File: config.mk
export PLATFORM = sky130hd
export DESIGN_NAME = hbfe_sqrt
export DESIGN_NICKNAME = d
export VERILOG_FILES = /design/src/sv/hbfe_pkg.sv /design/src/sv/hbfe_sqrt.sv
export SDC_FILE = /design/constraint.sdc
export NUM_CORES = 1
export LEC_CHECK = 0
export BUFFER_PORTS_ARGS = -buffer_cell sky130_fd_sc_hd__buf_2
export CAP_MARGIN = 30
export CORE_AREA = 2 2 165 167
export DETAILED_ROUTE_END_ITERATION = 10
export DIE_AREA = 0 0 167 169
export GPL_ROUTABILITY_DRIVEN = 0
export PLACE_DENSITY = 0.9
export SYNTH_ARGS = -nofsm -noshare
export SYNTH_HDL_FRONTEND = slang
export SYNTH_SLANG_ARGS = --single-unit
export TNS_END_PERCENT = 1
File: constraint.sdc
create_clock -name clk -period 11.8 [get_ports clk]
set_clock_uncertainty 0.05 [all_clocks]
set_input_delay 1.18 -clock clk [delete_from_list [all_inputs] [get_ports clk]]
set_output_delay 1.18 -clock clk [all_outputs]
set_load 0.02 [all_outputs]
File: src/sv/hbfe_pkg.sv
// ----------------------------------------------------------------------------
// hbfe_pkg
// shared types, codes and saturating helpers for the harmonic bond unit
// ----------------------------------------------------------------------------
package hbfe_pkg;

  localparam int FRAC_BITS = 16;
  localparam int ATOM_W    = 12;

  // result kinds
  localparam logic [3:0] KIND_FORCE  = 4'd0;
  localparam logic [3:0] KIND_ENERGY = 4'd1;
  localparam logic [3:0] KIND_VIR_ZZ = 4'd10;

  // register indexes
  localparam logic [2:0] REG_BOX_X  = 3'd0;
  localparam logic [2:0] REG_BOX_Y  = 3'd1;
  localparam logic [2:0] REG_BOX_Z  = 3'd2;
  localparam logic [2:0] REG_HALF_X = 3'd3;
  localparam logic [2:0] REG_HALF_Y = 3'd4;
  localparam logic [2:0] REG_HALF_Z = 3'd5;

  typedef enum logic [3:0] {
    ST_IDLE, ST_SEP, ST_SQ, ST_SQRT, ST_KD, ST_EN, ST_DE,
    ST_H1, ST_H2, ST_F, ST_VIR, ST_FORCE, ST_TOT
  } st_t;

  typedef enum logic [1:0] {OP_MUL, OP_MULF, OP_DIV} op_t;

  typedef enum logic [1:0] {MS_IDLE, MS_MUL, MS_DIV, MS_FIN} ms_t;

  typedef struct packed {
    logic               start;
    op_t                op;
    logic signed [63:0] a;
    logic signed [63:0] b;
    logic [31:0]        divisor;
  } md_req_t;

  function automatic logic signed [63:0] sat_add(input logic signed [63:0] x,
                                                 input logic signed [63:0] y);
    logic signed [64:0] s;
    s = {x[63], x} + {y[63], y};
    if (s[64] != s[63]) begin
      sat_add = s[64] ? {1'b1, 63'b0} : {1'b0, {63{1'b1}}};
    end else begin
      sat_add = s[63:0];
    end
  endfunction

  function automatic logic signed [63:0] sat_neg(input logic signed [63:0] x);
    if (x == {1'b1, 63'b0}) begin
      sat_neg = {1'b0, {63{1'b1}}};
    end else begin
      sat_neg = -x;
    end
  endfunction

endpackage

File: src/sv/hbfe_sqrt.sv
// ----------------------------------------------------------------------------
// hbfe_sqrt
// integer square root of a 64-bit value, two radicand bits per cycle
// ----------------------------------------------------------------------------
module hbfe_sqrt (
  input  logic        clk,
  input  logic        rst_n,
  input  logic        start,
  input  logic [63:0] radicand,
  output logic        done,
  output logic [31:0] root
);
  import hbfe_pkg::*;

  logic        busy_r;
  logic [63:0] v_r, res_r, bit_r;
  logic [63:0] trial;

  assign trial = res_r + bit_r;
  assign done  = busy_r && (bit_r == 64'd0);
  assign root  = res_r[31:0];

  always_ff @(posedge clk) begin
    if (!rst_n) begin
      busy_r <= 1'b0;
    end else if (start) begin
      busy_r <= 1'b1;
    end else if (done) begin
      busy_r <= 1'b0;
    end
  end

  always_ff @(posedge clk) begin
    if (start) begin
      v_r   <= radicand;
      res_r <= 64'd0;
      bit_r <= 64'd1 << 62;
    end else if (busy_r && bit_r != 64'd0) begin
      if (v_r >= trial) begin
        v_r   <= v_r - trial;
        res_r <= (res_r >> 1) + bit_r;
      end else begin
        res_r <= res_r >> 1;
      end
      bit_r <= bit_r >> 2;
    end
  end

endmodule

After elaboration in Yosys (flattened, before gate mapping)
Cells that the tools add are included.
Operators by class
  $add $sub $neg: 3
  $lt $le $gt $ge: 1
  mux-type cells: 6
  reductions and logical operators: 8
Operators by type and width (number)
  two-way mux 64 bit: 4
  adder 63 x 63 -> 64 bit: 1
  adder 64 x 63 -> 64 bit: 1
  greater-or-equal comparator 64 bit: 1
  logical NOT 64 bit: 1
  nonzero test 64 bit: 1
  subtractor 64 bit: 1
  nonzero test 2 bit: 3
  logical AND 1 bit: 2
  two-way mux 1 bit: 2
  AND reduction 2 bit: 1
Word-level totals
  register bits after elaboration: 161
  output and inout bits: 33
  word-level logic and storage cells: 22

Longest topological paths before layout
  word-level depth: 5
  mapped depth: 25
  mapped depth without buffers: 23

Worst setup path before layout
No wires, ideal clock.
  path kind: reg-to-reg
  start: register res_r[10]
  end: register v_r[0], enable pin
  library setup time: 574 ps
  data arrival time: 8884 ps
  data required time: 11176 ps
  path slack: 2291 ps
  stages on the path, launching flop included: 23
  buffers on the path: 2
  cell sequence: dfxtp_1 -> ha_1 -> a31oi_1 -> a211oi_2 -> a221oi_2 -> a21oi_2 -> o2111ai_1 -> nand2_1 -> a31oi_4 -> o311a_1 -> o21ai_1 -> xnor2_1 -> ha_1 -> nand2_1 -> o21ai_0 -> a21oi_1 -> o31ai_1 -> a221oi_2 -> o221ai_4 -> nor2_4 -> buf_6 -> buf_2 -> o21ai_0
On the way
  word-level cells in the longest chain between the ends: 4
Ends and longest elaborated chain
  from (decl): line hbfe_sqrt.sv:16  | logic [63:0] v_r, res_r, bit_r;
  from (signal assigned): line hbfe_sqrt.sv:41  | res_r <= (res_r >> 1) + bit_r;
  from (signal assigned): line hbfe_sqrt.sv:43  | res_r <= res_r >> 1;
  adder 64 x 63 -> 64 bit: line hbfe_sqrt.sv:19  | assign trial = res_r + bit_r;
  greater-or-equal comparator 64 bit: line hbfe_sqrt.sv:39  | if (v_r >= trial) begin
  nonzero test 2 bit (no source line)
  AND reduction 2 bit (no source line)
  to (signal assigned): line hbfe_sqrt.sv:35  | v_r <= radicand;
  to (signal assigned): line hbfe_sqrt.sv:40  | v_r <= v_r - trial;
  to (decl): line hbfe_sqrt.sv:16
No other way between the ends.
A chain may end at the register's enable or synchronous reset.

Worst setup path in the final report
  start: register res_r[10]
  end: register v_r[61], enable pin
Same word-level chain as after synthesis.

==> flow_summary.toml <==
[run_status]
status = "finished, final reports clean"

[logic_synthesis]
synth_top_area_cell = "dfxtp_1"
synth_top_family_by_area = "compound AO/OA/AOI/OAI gates"
syn_avg_cell_area_um2 = 7.68
netlist_instances = 2031
synth_fa_ha_area_frac = 0.106
synthArstFlopShare = 0
ys.flop_type = "dfxtp_1"
synth-seq-area-share = 0.248
yosysUniqueCellTypes = 92
synth-simple-area-share = 0.204
synth_xor_area_frac = 0.0836
synth_compound_area_frac = 0.294
synth.ff_latch_count = 161
synth.net_count = 2229
netlist_area_um2 = 15600
synth_edf_count = 64
synth_top_cell_area_share = 0.124
synthTopCellsByArea = "dfxtp_1 12%, edfxtp_1 12%, ha_1 10%"
yosys_warnings = 0
synth_mux_area_frac = 0.00866

[detailed_routing]
routed_wl_mm = 44.9
drc = 0
wl_per_cell_um = 19.0
via_count = 15900
ant_nets = 0
viasPerCell = 6.71
drtIter0Drc = 1742
firstDrtPassIters = 6

[place]
hpwlAfterDp_mm = 33.0
port_buffers = 99

[worst_setup_path]
end_kind = "register"
worstPathMaxFanout = 72
slowest_delay_ns = 0.66
crit_type = "register to register"
slowest_stage = "buf_4"
cp.arrival_ns = 6.74
startpoint = "res_r[10]"
critPathLaunchType = "register"
required_ns = 11.82
crit_chain = "ha_1, a31oi_1, a211oi_2, a221oi_2, a21oi_2, o2111ai_1, nand2_1, a31oi_4, o311a_1, o21ai_1, xnor2_1, ha_1, nand2_1, o21ai_0, a21oi_1, o31ai_1, a221oi_2, o221ai_4, nor2_4, buf_4, o21ai_4, buf_4"
r2r-start = "res_r[10]"

[floorplanning]
num_rows = 60
core_um2 = 26500
start_util = 0.589
die_h_um = 169
dieArea_um2 = 28200
ioPinCount = 100
die_w_um = 167

[min_path]
hp-class = "register to register"
worstHoldStart = "bit_r[0]"

[grt]
grt-ovfl-total = 0
grt_max_degree = 124
grt_pass1_vias = 14900
grtUsageTotal = 0.308
gr-max-usage-layer = "met2"
grt_use_met2 = 0.512
antenna_found_initial = 0
use_met1 = 0.372
grt_use_met3 = 0.0713
grt_pass1_wl_mm = 72.5

[clock_network]
cts-resized-gates = 0
cts_root_buf = "clkbuf_16"
cts.sinks = 161
htreeDepth = 4
cts_buffers = 17
cts_tree = "done"
postCtsHoldBufs = 0
cts.reportedPaths.clkPinSlew_ns = 0.08
cts_setup_buffers = 0
clk_path_buf_depth = 2
clkLatencyLatePin_ns = 0.45

[power]
comb_power_share = 0.597
p_switching_mw = 1.80
clkPwrFrac = 0.160
p_sw_frac = 0.483
seq_power_share = 0.243
internal_power_mw = 1.93
ir_worst_vdd_mv = 0.138
powerDensity_nw_per_um2 = 225
p_leak_nw = 6.21

[timing]
clock.fmax_mhz = 149
tns_ns = 0
slew_viol_final = 0
relSlewSlack = 0.330
setup_viol = 0
rsz0062_at_grt = "false"
hold_viol_final = 0
period_minus_slack_ns = 6.71
worst_slew_pin_slew_ns = 1.01
finalCritPeriodShare = 0.569

[cells_and_area]
finish.utilization = 0.624
diodes = 0
syn_to_final_growth_pct = 5.95
final_nets = 2212
drive_gt1_frac = 0.101

[run]
drv_cap = 0
## cells in the mapped netlist (all sizes together) (11+ instances only)
| cell | number |
|---|---|
| a311oi | 11 |
| nor2b | 19 |
| a21oi | 203 |
| nor2 | 131 |
| a31o | 13 |
| o21a | 21 |
| a211oi | 37 |
| nor3 | 40 |
| o21bai | 33 |
| a21o | 41 |
| nor4 | 20 |
| and4 | 11 |
| xor2 | 61 |
| and2 | 15 |
| ha | 130 |
| edfxtp | 64 |
| nand4 | 42 |
| and3 | 12 |
| a31oi | 68 |
| nand2 | 287 |
| nand3 | 41 |
| xnor2 | 88 |
| o21ai | 198 |
| buf | 58 |
| dfxtp | 97 |
| or2 | 12 |
| inv | 46 |
| a221oi | 11 |
| clkbuf | 85 |
| or3 | 19 |
## power by group through the flow
stage | logic (mW) | registers (mW) | clock network [mW]
after detailed placement | 2.14 | 0.909 | 0
after global routing | 2.43 | 0.914 | 0.616
after CTS | 2.16 | 0.898 | 0.591
after floorplan | 1.76 | 0.850 | 0
after global placement | 2.07 | 0.902 | 0
final | 2.22 | 0.906 | 0.594
## placed cells by master, fill, tap and decap left out, types with 41 or more instances in the layout
cell	synthesis	final
nand2_1	286	286
a21oi_1	197	197
o21ai_0	169	168
nor2_1	130	130
ha_1	130	130
buf_2	21	98
dfxtp_1	97	97
xnor2_1	88	88
a31oi_1	65	65
edfxtp_1	64	64
xor2_1	61	61
inv_1	46	46
nand4_1	42	42
a21o_1	41	41
## layout make-up
| class | instances | area [um2] |
|---|---|---|
| Clock buffer | 18 | 450 |
| Clock inverter | 14 | 156 |
| Fill cell | 2200 | 9970 |
| Inverter | 46 | 173 |
| Multi-Input combinational cell | 1681 | 10900 |
| Sequential cell | 161 | 3860 |
| Tap cell | 341 | 427 |
| Timing Repair Buffer | 107 | 582 |
## worst paths after layout
path                                  to  slack (ns)  cells past startpoint
worst min-delay path            bit_r[0]        0.45                      2
worst max register to register   v_r[61]        5.09                     22
worst min register to register  bit_r[0]        0.45                      2
worst max-delay path             v_r[61]        5.09                     22
## metrics by stage
stage	worst slack (ns)	power [mW]	instance area, um2	hold WS, ns	std cells
global route	4.71	3.96	16500	0.481	2368
CTS	5.26	3.65	16500	0.453	2368
detailed placement	5.34	3.05	15900	0.442	2336
global placement	5.52	2.97	15900	0.435	2335
floorplan	2.29	2.61	15600	0.418	2031
finish	5.09	3.72	16500	0.452	2368
## sequential cells by signal, summed over array words and instances (netlist names)
| signal | count |
|---|---|
| bit_r | 32 |
| busy_r | 1 |
| res_r | 64 |
| v_r | 64 |
## metal layers
| metal | routed length, um | vias up |
|---|---|---|
| met3 | 4330 | 194 |
| met2 | 20500 | 946 |
| met4 | 2390 | 0 |
| li1 | - | 7460 |
| met1 | 17600 | 7290 |
| met5 | 0 | - |
## cell families after synthesis
group,Yosys count
AOI/OAI and AO/OA,712
xor gates and xnor gates,149
adders and majority gates,131
buffers and inverters,189
DFF,161
muxes,13
and+or+nand+nor,676
## worst max-delay path, delay by kind of cell (launching register included)
kind	cells	cell delay [ns]
AO/OA/AOI/OAI	14	3.42
XOR/XNOR	1	0.15
adder cells (fa/ha/maj)	2	0.74
buffers and inverters	2	1.02
flip-flops	1	0.49
AND/OR/NAND/NOR	3	0.34
(Power assumes the default switching activity.)
