$ cat src/sv/hbfe_pkg.sv
// ----------------------------------------------------------------------------
// hbfe_pkg
// shared types, codes and saturating helpers for the harmonic bond unit
// ----------------------------------------------------------------------------
package hbfe_pkg;

  localparam int FRAC_BITS = 16;
  localparam int ATOM_W    = 12;

  // result kinds
  localparam logic [3:0] KIND_FORCE  = 4'd0;
  localparam logic [3:0] KIND_ENERGY = 4'd1;
  localparam logic [3:0] KIND_VIR_ZZ = 4'd10;

  // register indexes
  localparam logic [2:0] REG_BOX_X  = 3'd0;
  localparam logic [2:0] REG_BOX_Y  = 3'd1;
  localparam logic [2:0] REG_BOX_Z  = 3'd2;
  localparam logic [2:0] REG_HALF_X = 3'd3;
  localparam logic [2:0] REG_HALF_Y = 3'd4;
  localparam logic [2:0] REG_HALF_Z = 3'd5;

  typedef enum logic [3:0] {
    ST_IDLE, ST_SEP, ST_SQ, ST_SQRT, ST_KD, ST_EN, ST_DE,
    ST_H1, ST_H2, ST_F, ST_VIR, ST_FORCE, ST_TOT
  } st_t;

  typedef enum logic [1:0] {OP_MUL, OP_MULF, OP_DIV} op_t;

  typedef enum logic [1:0] {MS_IDLE, MS_MUL, MS_DIV, MS_FIN} ms_t;

  typedef struct packed {
    logic               start;
    op_t                op;
    logic signed [63:0] a;
    logic signed [63:0] b;
    logic [31:0]        divisor;
  } md_req_t;

  function automatic logic signed [63:0] sat_add(input logic signed [63:0] x,
                                                 input logic signed [63:0] y);
    logic signed [64:0] s;
    s = {x[63], x} + {y[63], y};
    if (s[64] != s[63]) begin
      sat_add = s[64] ? {1'b1, 63'b0} : {1'b0, {63{1'b1}}};
    end else begin
      sat_add = s[63:0];
    end
  endfunction

  function automatic logic signed [63:0] sat_neg(input logic signed [63:0] x);
    if (x == {1'b1, 63'b0}) begin
      sat_neg = {1'b0, {63{1'b1}}};
    end else begin
      sat_neg = -x;
    end
  endfunction

endpackage

$ cat src/sv/hbfe_muldiv.sv
// ----------------------------------------------------------------------------
// hbfe_muldiv
// bit-serial signed multiply, then optional shift or restoring divide
// ----------------------------------------------------------------------------
module hbfe_muldiv (
  input  logic               clk,
  input  logic               rst_n,
  input  hbfe_pkg::md_req_t  req,
  output logic               done,
  output logic signed [63:0] result
);
  import hbfe_pkg::*;

  ms_t          st_r, st_nxt;
  op_t          op_r;
  logic         neg_r;
  logic [63:0]  ma_r;
  logic [31:0]  dv_r;
  logic [127:0] p_r;
  logic [31:0]  rem_r;
  logic [6:0]   cnt_r;
  logic [64:0]  msum;
  logic [32:0]  rem_s;
  logic         take;
  logic [127:0] q;

  assign msum  = {1'b0, p_r[127:64]} + (p_r[0] ? {1'b0, ma_r} : 65'd0);
  assign rem_s = {rem_r, p_r[127]};
  assign take  = rem_s >= {1'b0, dv_r};
  assign q     = (op_r == OP_MULF) ? (p_r >> FRAC_BITS) : p_r;

  always_comb begin
    st_nxt = st_r;
    done   = 1'b0;
    unique case (st_r)
      MS_IDLE: if (req.start) st_nxt = MS_MUL;
      MS_MUL:  if (cnt_r == 7'd63) st_nxt = (op_r == OP_DIV) ? MS_DIV : MS_FIN;
      MS_DIV:  if (cnt_r == 7'd127) st_nxt = MS_FIN;
      MS_FIN: begin
        done   = 1'b1;
        st_nxt = MS_IDLE;
      end
      default: st_nxt = MS_IDLE;
    endcase
  end

  always_comb begin
    if (neg_r) begin
      if (q[127:63] != 65'd0) result = {1'b1, 63'b0};
      else                    result = -$signed(q[63:0]);
    end else begin
      if (q[127:63] != 65'd0) result = {1'b0, {63{1'b1}}};
      else                    result = $signed(q[63:0]);
    end
  end

  always_ff @(posedge clk) begin
    if (!rst_n) st_r <= MS_IDLE;
    else        st_r <= st_nxt;
  end

  always_ff @(posedge clk) begin
    case (st_r)
      MS_IDLE: begin
        if (req.start) begin
          op_r  <= req.op;
          neg_r <= req.a[63] != req.b[63];
          ma_r  <= req.a[63] ? (~req.a + 64'd1) : req.a;
          p_r   <= {64'd0, (req.b[63] ? (~req.b + 64'd1) : req.b)};
          dv_r  <= req.divisor;
          cnt_r <= 7'd0;
        end
      end
      MS_MUL: begin
        p_r   <= {msum, p_r[63:1]};
        rem_r <= 32'd0;
        cnt_r <= (cnt_r == 7'd63) ? 7'd0 : cnt_r + 7'd1;
      end
      MS_DIV: begin
        rem_r <= take ? 32'(rem_s - {1'b0, dv_r}) : rem_s[31:0];
        p_r   <= {p_r[126:0], take};
        cnt_r <= cnt_r + 7'd1;
      end
      default: ;
    endcase
  end

endmodule

$ cat config.mk
export PLATFORM = sky130hd
export DESIGN_NAME = hbfe_muldiv
export DESIGN_NICKNAME = d
export VERILOG_FILES = /design/src/sv/hbfe_pkg.sv /design/src/sv/hbfe_muldiv.sv
export SDC_FILE = /design/constraint.sdc
export NUM_CORES = 1
export LEC_CHECK = 0
export BUFFER_PORTS_ARGS = -buffer_cell sky130_fd_sc_hd__buf_2
export CAP_MARGIN = 20
export CORE_MARGIN = 2
export CORE_UTILIZATION = 55
export DETAILED_ROUTE_END_ITERATION = 8
export PLACE_DENSITY = 0.89
export SKIP_CTS_REPAIR_TIMING = 1
export SLEW_MARGIN = 20
export SYNTH_ARGS = -nofsm -noshare
export SYNTH_HDL_FRONTEND = slang
export SYNTH_SLANG_ARGS = --single-unit
$ cat constraint.sdc
create_clock -name clk -period 9.58 [get_ports clk]
set_clock_uncertainty 0.15 [all_clocks]
set_input_delay 1.916 -clock clk [delete_from_list [all_inputs] [get_ports clk]]
set_output_delay 1.916 -clock clk [all_outputs]
set_load 0.1 [all_outputs]
* Yosys cells after proc, flatten, opt, wreduce, memory -nomap -nowiden
Index checks and enable logic that the tools add are counted.
Storage, ports and cells: register bits 268, input port bits 165, logic and storage cells 56, output and inout bits 65
Cells by class: $add $sub $neg 6, bitwise logic cells 2, magnitude comparators 1, reduce and logical (&&, ||, !) cells 7, equal/unequal tests 11, mux-type cells 20
Operators with widths (number):
- 128-bit one-hot mux with 3 select lines | 1
- 64-bit 2-to-1 mux | 5
- 128-bit 2-to-1 mux | 2
- 64-bit by 1-bit adder with 64-bit output, second input constant | 2
- 64-bit inverter | 2
- 64-bit by 64-bit adder with 65-bit output | 1
- 65-bit nonzero test | 1
- 64-bit negator | 1
- 32-bit one-hot mux with 2 select lines | 1
- 63-bit 2-to-1 mux | 1
- 33-bit by 32-bit >= comparator with 1-bit output | 1
- 32-bit 2-to-1 mux | 1
- 32-bit subtractor | 1
- 7-bit one-hot mux with 3 select lines | 1
- 7-bit 2-to-1 mux | 2
- 2-bit one-hot mux with 4 select lines | 1
- 7-bit by 1-bit adder with 7-bit output, second input constant | 1
- 7-bit by 6-bit == test with 1-bit output, second input constant | 1
- 7-bit == test, second input constant | 1
- 2-bit == test, second input constant | 3
- 2-bit 2-to-1 mux | 3
- 2-bit != test, second input constant | 3
- 2-bit by 1-bit == test with 1-bit output, second input constant | 2
- 2-bit AND reduction | 2
- other kinds (6) | 7

* Logic depth before layout (Yosys ltp)
Gate-level depths: netlist of run 1.
depth in word-level cells 5, gate-level depth with buffers 16, gate-level depth less buffers 13

* Least setup slack after synthesis of run 1
OpenSTA, ideal clock, no wires.
path kind input -> register, from input req[162] in the netlist's numbering, to register cnt_r[0], enable pin, required time 8.755 ns, data arrival time 8.480 ns, setup slack 0.275 ns, buffers on the path 0, library setup time 0.675 ns, cell stages on the path 2, cells stage by stage inv_1 a21oi_1
Between the ends: longest elaborated chain between the ends 2
RTL lines:
- start, declared | RTL line hbfe_muldiv.sv:8 | input hbfe_pkg::md_req_t req,
- 2-bit != test (no line)
- 2-bit AND reduction (no line)
- end signal, assigned | RTL line hbfe_muldiv.sv:77 | cnt_r <= (cnt_r == 7'd63) ? 7'd0 : cnt_r + 7'd1;
- end signal, assigned | RTL line hbfe_muldiv.sv:82 | cnt_r <= cnt_r + 7'd1;
- end, declared | RTL line hbfe_muldiv.sv:21 | logic [6:0] cnt_r;
Every way passes these cells. A chain may end at the register's enable or synchronous reset.

* Worst setup path in the final report of run 1
from register op_r[1], to output result[59]
Between the ends: longest elaborated chain between the ends 5, elaborated cells between the ends (all ways) 7, those cells by class add/sub (1); eq/ne (1); mux (4); reduce/logical (1)
RTL lines:
- start, declared | RTL line hbfe_muldiv.sv:15 | op_t op_r;
- start signal, assigned | RTL line hbfe_muldiv.sv:66 | op_r <= req.op;
- 2-bit by 1-bit == test with 1-bit output (*) | RTL line hbfe_muldiv.sv:30 | assign q = (op_r == OP_MULF) ? (p_r >> FRAC_BITS) : p_r;
- 128-bit 2-to-1 mux (*) | RTL line hbfe_muldiv.sv:30
- 64-bit negator / 65-bit nonzero test (equally long branches) | RTL line hbfe_muldiv.sv:50, hbfe_muldiv.sv:49, hbfe_muldiv.sv:52
- 64-bit 2-to-1 mux, on equally long branches | RTL line hbfe_muldiv.sv:49, hbfe_muldiv.sv:52
- 64-bit 2-to-1 mux (*) | RTL line hbfe_muldiv.sv:48 | if (neg_r) begin
- end, declared | RTL line hbfe_muldiv.sv:10 | output logic signed [63:0] result
Mark *: on every way between the ends. The rest lies on a longest branch, timed or not.

==> results of run 1 <==
==> worst reg2reg max path: cells and delay by family, from the launching register on <==
| kind | cells | cell delay (ns) |
|---|---|---|
| AO/OA/AOI/OAI | 9 | 2.54 |
| adder cells (fa/ha/maj) | 2 | 0.46 |
| buffers and inverters | 1 | 0.46 |
| flip-flops | 1 | 0.44 |
| AND/OR/NAND/NOR | 2 | 0.72 |
==> sequential cells by signal (all words and copies together) (netlist names) <==
signal and flops:
cnt_r 7, dv_r 32, ma_r 64, neg_r 1
op_r 2, p_r 128, rem_r 32, st_r 2
==> metal layers <==
layer / track usage (%) / part of all wire, % / up-vias
li1: - / - / 9852
met1: 43.4 / 39 / 10100
met2: 58.1 / 47 / 1135
met3: 4.75 / 8.2 / 221
met4: 14.2 / 4.8 / 4
met5: 0 / 0.031 / -
==> synth_stat cells, drive strengths merged, types with 8 or more instances <==
| library cell | n |
|---|---|
| xnor2 | 155 |
| o211ai | 12 |
| nand2 | 276 |
| mux2i | 70 |
| nand2b | 25 |
| inv | 72 |
| and2 | 81 |
| a221oi | 62 |
| clkbuf | 116 |
| a21boi | 8 |
| o31ai | 51 |
| a32oi | 10 |
| o21a | 12 |
| o21bai | 20 |
| nand4 | 24 |
| a22oi | 37 |
| o21ai | 182 |
| nor2b | 16 |
| buf | 24 |
| a21o | 50 |
| nor2 | 212 |
| a21oi | 211 |
| a31oi | 15 |
| edfxtp | 266 |
| nor3 | 62 |
| or3 | 27 |
| o41ai | 26 |
| or4 | 21 |
| nand3 | 67 |
| and3 | 19 |
| ha | 106 |
| or2 | 16 |
| a211oi | 17 |
| nor4 | 36 |
| xor2 | 84 |
==> logic make-up (layout without fill, tap and decap cells) <==
kind of cell    after synthesis  in the layout  share of synthesized area, %
buf+inv                     213            375                          3.63
flops                       268            268                          35.9
xor+xnor                    239            239                          9.37
mux                          74             74                          3.34
fa+ha+maj                   108            108                          6.12
simple gates                898            898                          19.5
compound gates              765            765                          22.1
==> power by group through the flow <==
stage	Clock (µW)	Sequential (µW)	Combinational, µW
6_report	1180	2720	5230
5_1_grt	1240	2740	5690
4_1_cts	1190	2690	5140
3_5_place_dp	0	2710	5100
3_3_place_gp	0	2680	4990
2_1_floorplan	0	2400	4000
==> how the worst min path moves through the flow <==
| stage | from | end | slack (ns) | cells after the start |
|---|---|---|---|---|
| floorplan | p_r[100]$_DFFE_PP_ | p_r[101]$_DFFE_PP_ | 0.40 | 2 |
| global placement | rem_r[7]$_SDFFCE_PN0N_ | rem_r[8]$_SDFFCE_PN0N_ | 0.42 | 2 |
| detailed placement | cnt_r[0]$_DFFE_PP_ | cnt_r[0]$_DFFE_PP_ | 0.44 | 1 |
| CTS | cnt_r[0]$_DFFE_PP_ | cnt_r[0]$_DFFE_PP_ | 0.45 | 1 |
| global route | rem_r[14]$_SDFFCE_PN0N_ | rem_r[15]$_SDFFCE_PN0N_ | 0.47 | 2 |
| finish | cnt_r[0]$_DFFE_PP_ | cnt_r[0]$_DFFE_PP_ | 0.45 | 1 |
==> metrics by stage <==
stage / power (µW) / hold slack, ns
floorplan: 6400 / 0.403
global placement: 7670 / 0.425
detailed placement: 7800 / 0.437
CTS: 9020 / 0.446
global route: 9680 / 0.470
finish: 9140 / 0.447
==> area by class of cell <==
cell class | count | share of cell area (%)
Clock buffer | 40 | 3.26
Clock inverter | 13 | 0.726
Inverter | 73 | 1.11
Multi-Input combinational cell | 2084 | 54.6
Sequential cell | 268 | 32.4
Tap cell | 525 | 2.65
Timing Repair Buffer | 249 | 5.24
==> impl_metrics.toml, run 1 <==
[synth]
synth-edff-count = 266
synth_top_area_share_pct = 35.8
synth_cell_types = 76
yosysTopAreaCell = "edfxtp_1"
ys_ff_latch = 268
synth.avg_cell_area_um2 = 8.71
synth_seq_area_share_pct = 35.9
synth-warning-count = 0
synth_nets = 2838
synth_cells = 2565
synth-async-reset-ratio_pct = 0
synth.cell_area_mm2 = 0.0223
synthFlopType = "edfxtp_1"
synth.area.top_cells = "edfxtp_1 (36%), xnor2_1 (6.1%), ha_1 (5.9%)"

[power_and_ir_drop]
clkPwrFrac_pct = 13.0
comb_power_share_pct = 57.2
switching_share_pct = 50.9
p_leak_uw = 0.00965
ir_worst_vdd_mv = 0.265
p_sw_uw = 4650
p_seq_share_pct = 29.8
power_density_mw_per_mm2 = 368
internal_power_uw = 4480

[setup_path]
reg2reg_depth = 14
path_depth = 10
r2r_setup_slack_ns = 4.60
crit_start = "op_r[1]$_DFFE_PP_"
worst_r2r_startpoint = "p_r[0]$_DFFE_PP_"
slowest_stage = "o21ai_0"
crit_fanout = 46
critPathLaunchType = "flip-flop"
worstPathCellList = "nand2b_4 > mux2i_1 > a2111oi_0 > nand4_1 > or3_1 > or3_1 > o21ai_0 > nand2_1 > xor2_1 > buf_2"
cp.required_ns = 7.51
cp_common_cell = "or3_1"
cp_slowest_stage_delay_ns = 0.68
worstSetupPathType = "reg -> out"
arrival_ns = 5.42
critPathBufInv = 1
endpoint = "result[59]"
end_kind = "primary output"
path_delay_family = "simple AND/OR/NAND/NOR gates"
r2r-end = "p_r[127]$_DFFE_PP_"

[drt]
vias_per_cell = 6.55
routedWlPerCell_um = 22.6
first_pass_iters = 6
drc = 0
routed_wl_um = 73500
postRouteAntennaNets = 0
drt_iter0_markers = 2337
dr_total_vias = 21300

[placement]
dp_slack_ns = 2.84
dp_cells = 3199
gp_congestion = 1.02
dpl_cell_area_mm2 = 0.0238
hpwl_um = 54900
portBuffers = 229

[layout]
fin_area_mm2 = 0.0248
most-common-layout-cells = "nand2_1 (276), edfxtp_1 (266), buf_2 (228), nor2_1 (211), a21oi_1 (210)"
layout-drive-gt1-share_pct = 12.4
sequential_cell_area_mm2 = 0.00803
syn2layout_area_growth_pct = 11.0
post-route-util_pct = 62.1
multi_input_area_mm2 = 0.0136
nets = 2980
fin_cells = 3252
fill_cells = 3365
antenna_cells = 0
final_common_cell = "nand2_1"

[global_routing]
grt-ovfl-total = 0
grt_pass1_wl_um = 112000
grtUsageTotal_pct = 34.1
grt_start_max_net_pins = 96
grt_antenna_before_repair = 3
grt_pass1_vias = 20200

[clocking]
cts_tree = "yes"
clock_path_buffers = 3
clk_latency_ns = 0.60
clock_sinks = 268
cts-root-buf = "clkbuf_16"
htreeDepth = 1
clk_pin_slew_ns = 0.06
cts_made_buffers = 31

[timing]
fin_crit_sh_pct = 78.1
drv_slew = 0
setup_violations = 0
hold_viol = 0
fmax_mhz = 134
rsz0062_at_grt = "false"
tightest_slew_ns = 1.05
setup_ws_ns = 2.09
timing.slew.headroom_pct = 29.8
tns_ns = 0
finalCriticalPeriod_ns = 7.49

[floorplanning]
start_util_pct = 56.0
coreArea_mm2 = 0.0399
die_area_mm2 = 0.0422
die_h_um = 206
io_pins = 230
num_rows = 73
fp.dieW_um = 206

[job]
maxCapViolCount = 0

[min_path]
hp-class = "reg -> reg"

[run_status]
status = "finished, final reports clean"
Note: power is estimated with default switching activity, not from simulation.
==> run 2, diff against run 1 <==
==> constraint.sdc (replaced) <==
create_clock -name clk -period 6.75 [get_ports clk]
set_clock_uncertainty 0.15 [all_clocks]
set_input_delay 1.35 -clock clk [delete_from_list [all_inputs] [get_ports clk]]
set_output_delay 1.35 -clock clk [all_outputs]
set_load 0.1 [all_outputs]
==> run 2 against run 1 <==
  * Combinational power grew 42%
  * Wire length fell by 0.11%
  * Final cell count increased by 0.12%
  * Worst hold slack better by 0.012 ns
  * Via count about the same
  * Sequential share of layout area decreased by 0.19 points
  * Core utilization up 0.38 points
  * Cell area rose by 0.61%
  * Global-route usage decreased by 0.15 points
  * Highest routed layer is now met4
==> impl_metrics.toml, run 2 (synthesis gave the netlist of run 1 again) <==
[drt]
drc = 0
routedWlPerCell_um = 22.6
dr_total_vias = 21300
first_pass_iters = 7
routed_wl_um = 73400
postRouteAntennaNets = 0
vias_per_cell = 6.55
drt_iter0_markers = 2212

[job]
maxCapViolCount = 0

[floorplanning]
die_area_mm2 = 0.0422
die_h_um = 206
num_rows = 73
io_pins = 230
coreArea_mm2 = 0.0399
fp.dieW_um = 206
start_util_pct = 56.0

[layout]
fin_cells = 3256
antenna_cells = 0
fill_cells = 3287
top_regs = "p_r: 128 flops, ma_r: 64 flops"
largest_reg_flops = 128
layout-drive-gt1-share_pct = 12.8
final_common_cell = "nand2_1"
top_register = "p_r"
syn2layout_area_growth_pct = 11.7
nets = 2981
most-common-layout-cells = "nand2_1 (276), edfxtp_1 (266), buf_2 (227), nor2_1 (210), a21oi_1 (210)"

[setup_path]
crit_fanout = 26
worstSetupPathType = "reg -> out"
cp_slowest_stage_delay_ns = 0.51
path_delay_family = "simple AND/OR/NAND/NOR gates"
critPathBufInv = 2
crit_start = "op_r[1]$_DFFE_PP_"
critPathLaunchType = "flip-flop"
worst_r2r_startpoint = "p_r[0]$_DFFE_PP_"
end_kind = "primary output"
arrival_ns = 5.00
cp.required_ns = 5.25
slowest_stage = "edfxtp_1"
worstPathCellList = "nand2b_4 > buf_4 > mux2i_1 > a2111oi_0 > nand4_1 > or3_1 > nor4_1 > o211ai_1 > o31ai_1 > xnor2_1 > buf_2"

[timing]
tns_ns = 0
hold_viol = 0
fmax_mhz = 154
tightest_slew_ns = 1.05
finalCriticalPeriod_ns = 6.50
fin_crit_sh_pct = 96.3
timing.slew.headroom_pct = 29.5
rsz0062_at_grt = "false"
drv_slew = 0
hold_slack_ns = 0.459
setup_violations = 0

[clocking]
htreeDepth = 1
clock_sinks = 268
cts-root-buf = "clkbuf_16"
clk_pin_slew_ns = 0.06
clk_latency_ns = 0.59
cts_tree = "yes"
clock_path_buffers = 3
cts_made_buffers = 30

[global_routing]
grt_pass1_wl_um = 112000
grtUsageTotal_pct = 33.9
grt-ovfl-total = 0
grt_antenna_before_repair = 0
grt_start_max_net_pins = 107
grt_pass1_vias = 20100

[power_and_ir_drop]
p_leak_uw = 0.00970
switching_share_pct = 50.4
p_sw_uw = 6630
ir_worst_vdd_mv = 0.341
clkPwrFrac_pct = 14.0
internal_power_uw = 6520
p_seq_share_pct = 29.4
power_density_mw_per_mm2 = 527
comb_power_share_pct = 56.6

[placement]
dp_cells = 3200
portBuffers = 229
hpwl_um = 54900
gp_congestion = 1.02

[run_status]
status = "finished, final reports clean"

[min_path]
hp-class = "reg -> reg"
hold_path_startpoint = "rem_r[13]$_SDFFCE_PN0N_"
run 2: routing by layer:
metal,global-route usage [%],routed length [µm]
met4,14.0,3190
met3,3.61,5500
met5,0,0
met2,58.3,35600
met1,43.6,29100
run 2: worst reg2reg max path, delay by kind of cell, from the launching register on:
family / cells / cell delay (ns)
buf+inv: 1 / 0.50
fa+ha+maj: 1 / 0.29
compound gates: 8 / 2.18
simple gates: 2 / 0.88
flops: 1 / 0.62
xor+xnor: 1 / 0.17
run 2: worst paths after layout:
kind | end | cells after the start | slack, ns
worst max register to register | p_r[126]$_DFFE_PP_ | 13 | 1.67
worst max-delay path | result[61] | 11 | 0.25
worst min-delay path | rem_r[14]$_SDFFCE_PN0N_ | 2 | 0.46
worst min register to register | rem_r[14]$_SDFFCE_PN0N_ | 2 | 0.46
run 2: stage by stage:
step / util [%] / area, µm² / worst slack [ns] / total power, µW
floorplan: - / 22300 / 0.0900 / 9050
global placement: 59.7 / 23800 / 0.995 / 10900
detailed placement: 59.7 / 23800 / 0.917 / 11100
CTS: 62.5 / 24900 / 0.280 / 13000
global route: 62.5 / 25000 / 0.00919 / 13900
finish: 62.5 / 25000 / 0.248 / 13100
run 2: final cells by class:
| cell class | instances | area [µm²] | area share [%] |
|---|---|---|---|
| clock buffer | 33 | 783 | 3.14 |
| clock inverter | 22 | 319 | 1.28 |
| inverter | 73 | 275 | 1.10 |
| multi-input combinational | 2085 | 13600 | 54.4 |
| sequential | 268 | 8030 | 32.2 |
| tap | 525 | 657 | 2.63 |
| timing repair buffer | 250 | 1310 | 5.25 |
run 2: power groups by stage:
stage	clock [µW]	sequential, µW	combinational (µW)
5_1_grt	1920	3900	8090
2_1_floorplan	0	3370	5680
4_1_cts	1860	3820	7300
6_report	1840	3870	7440
3_3_place_gp	0	3820	7080
3_5_place_dp	0	3840	7230
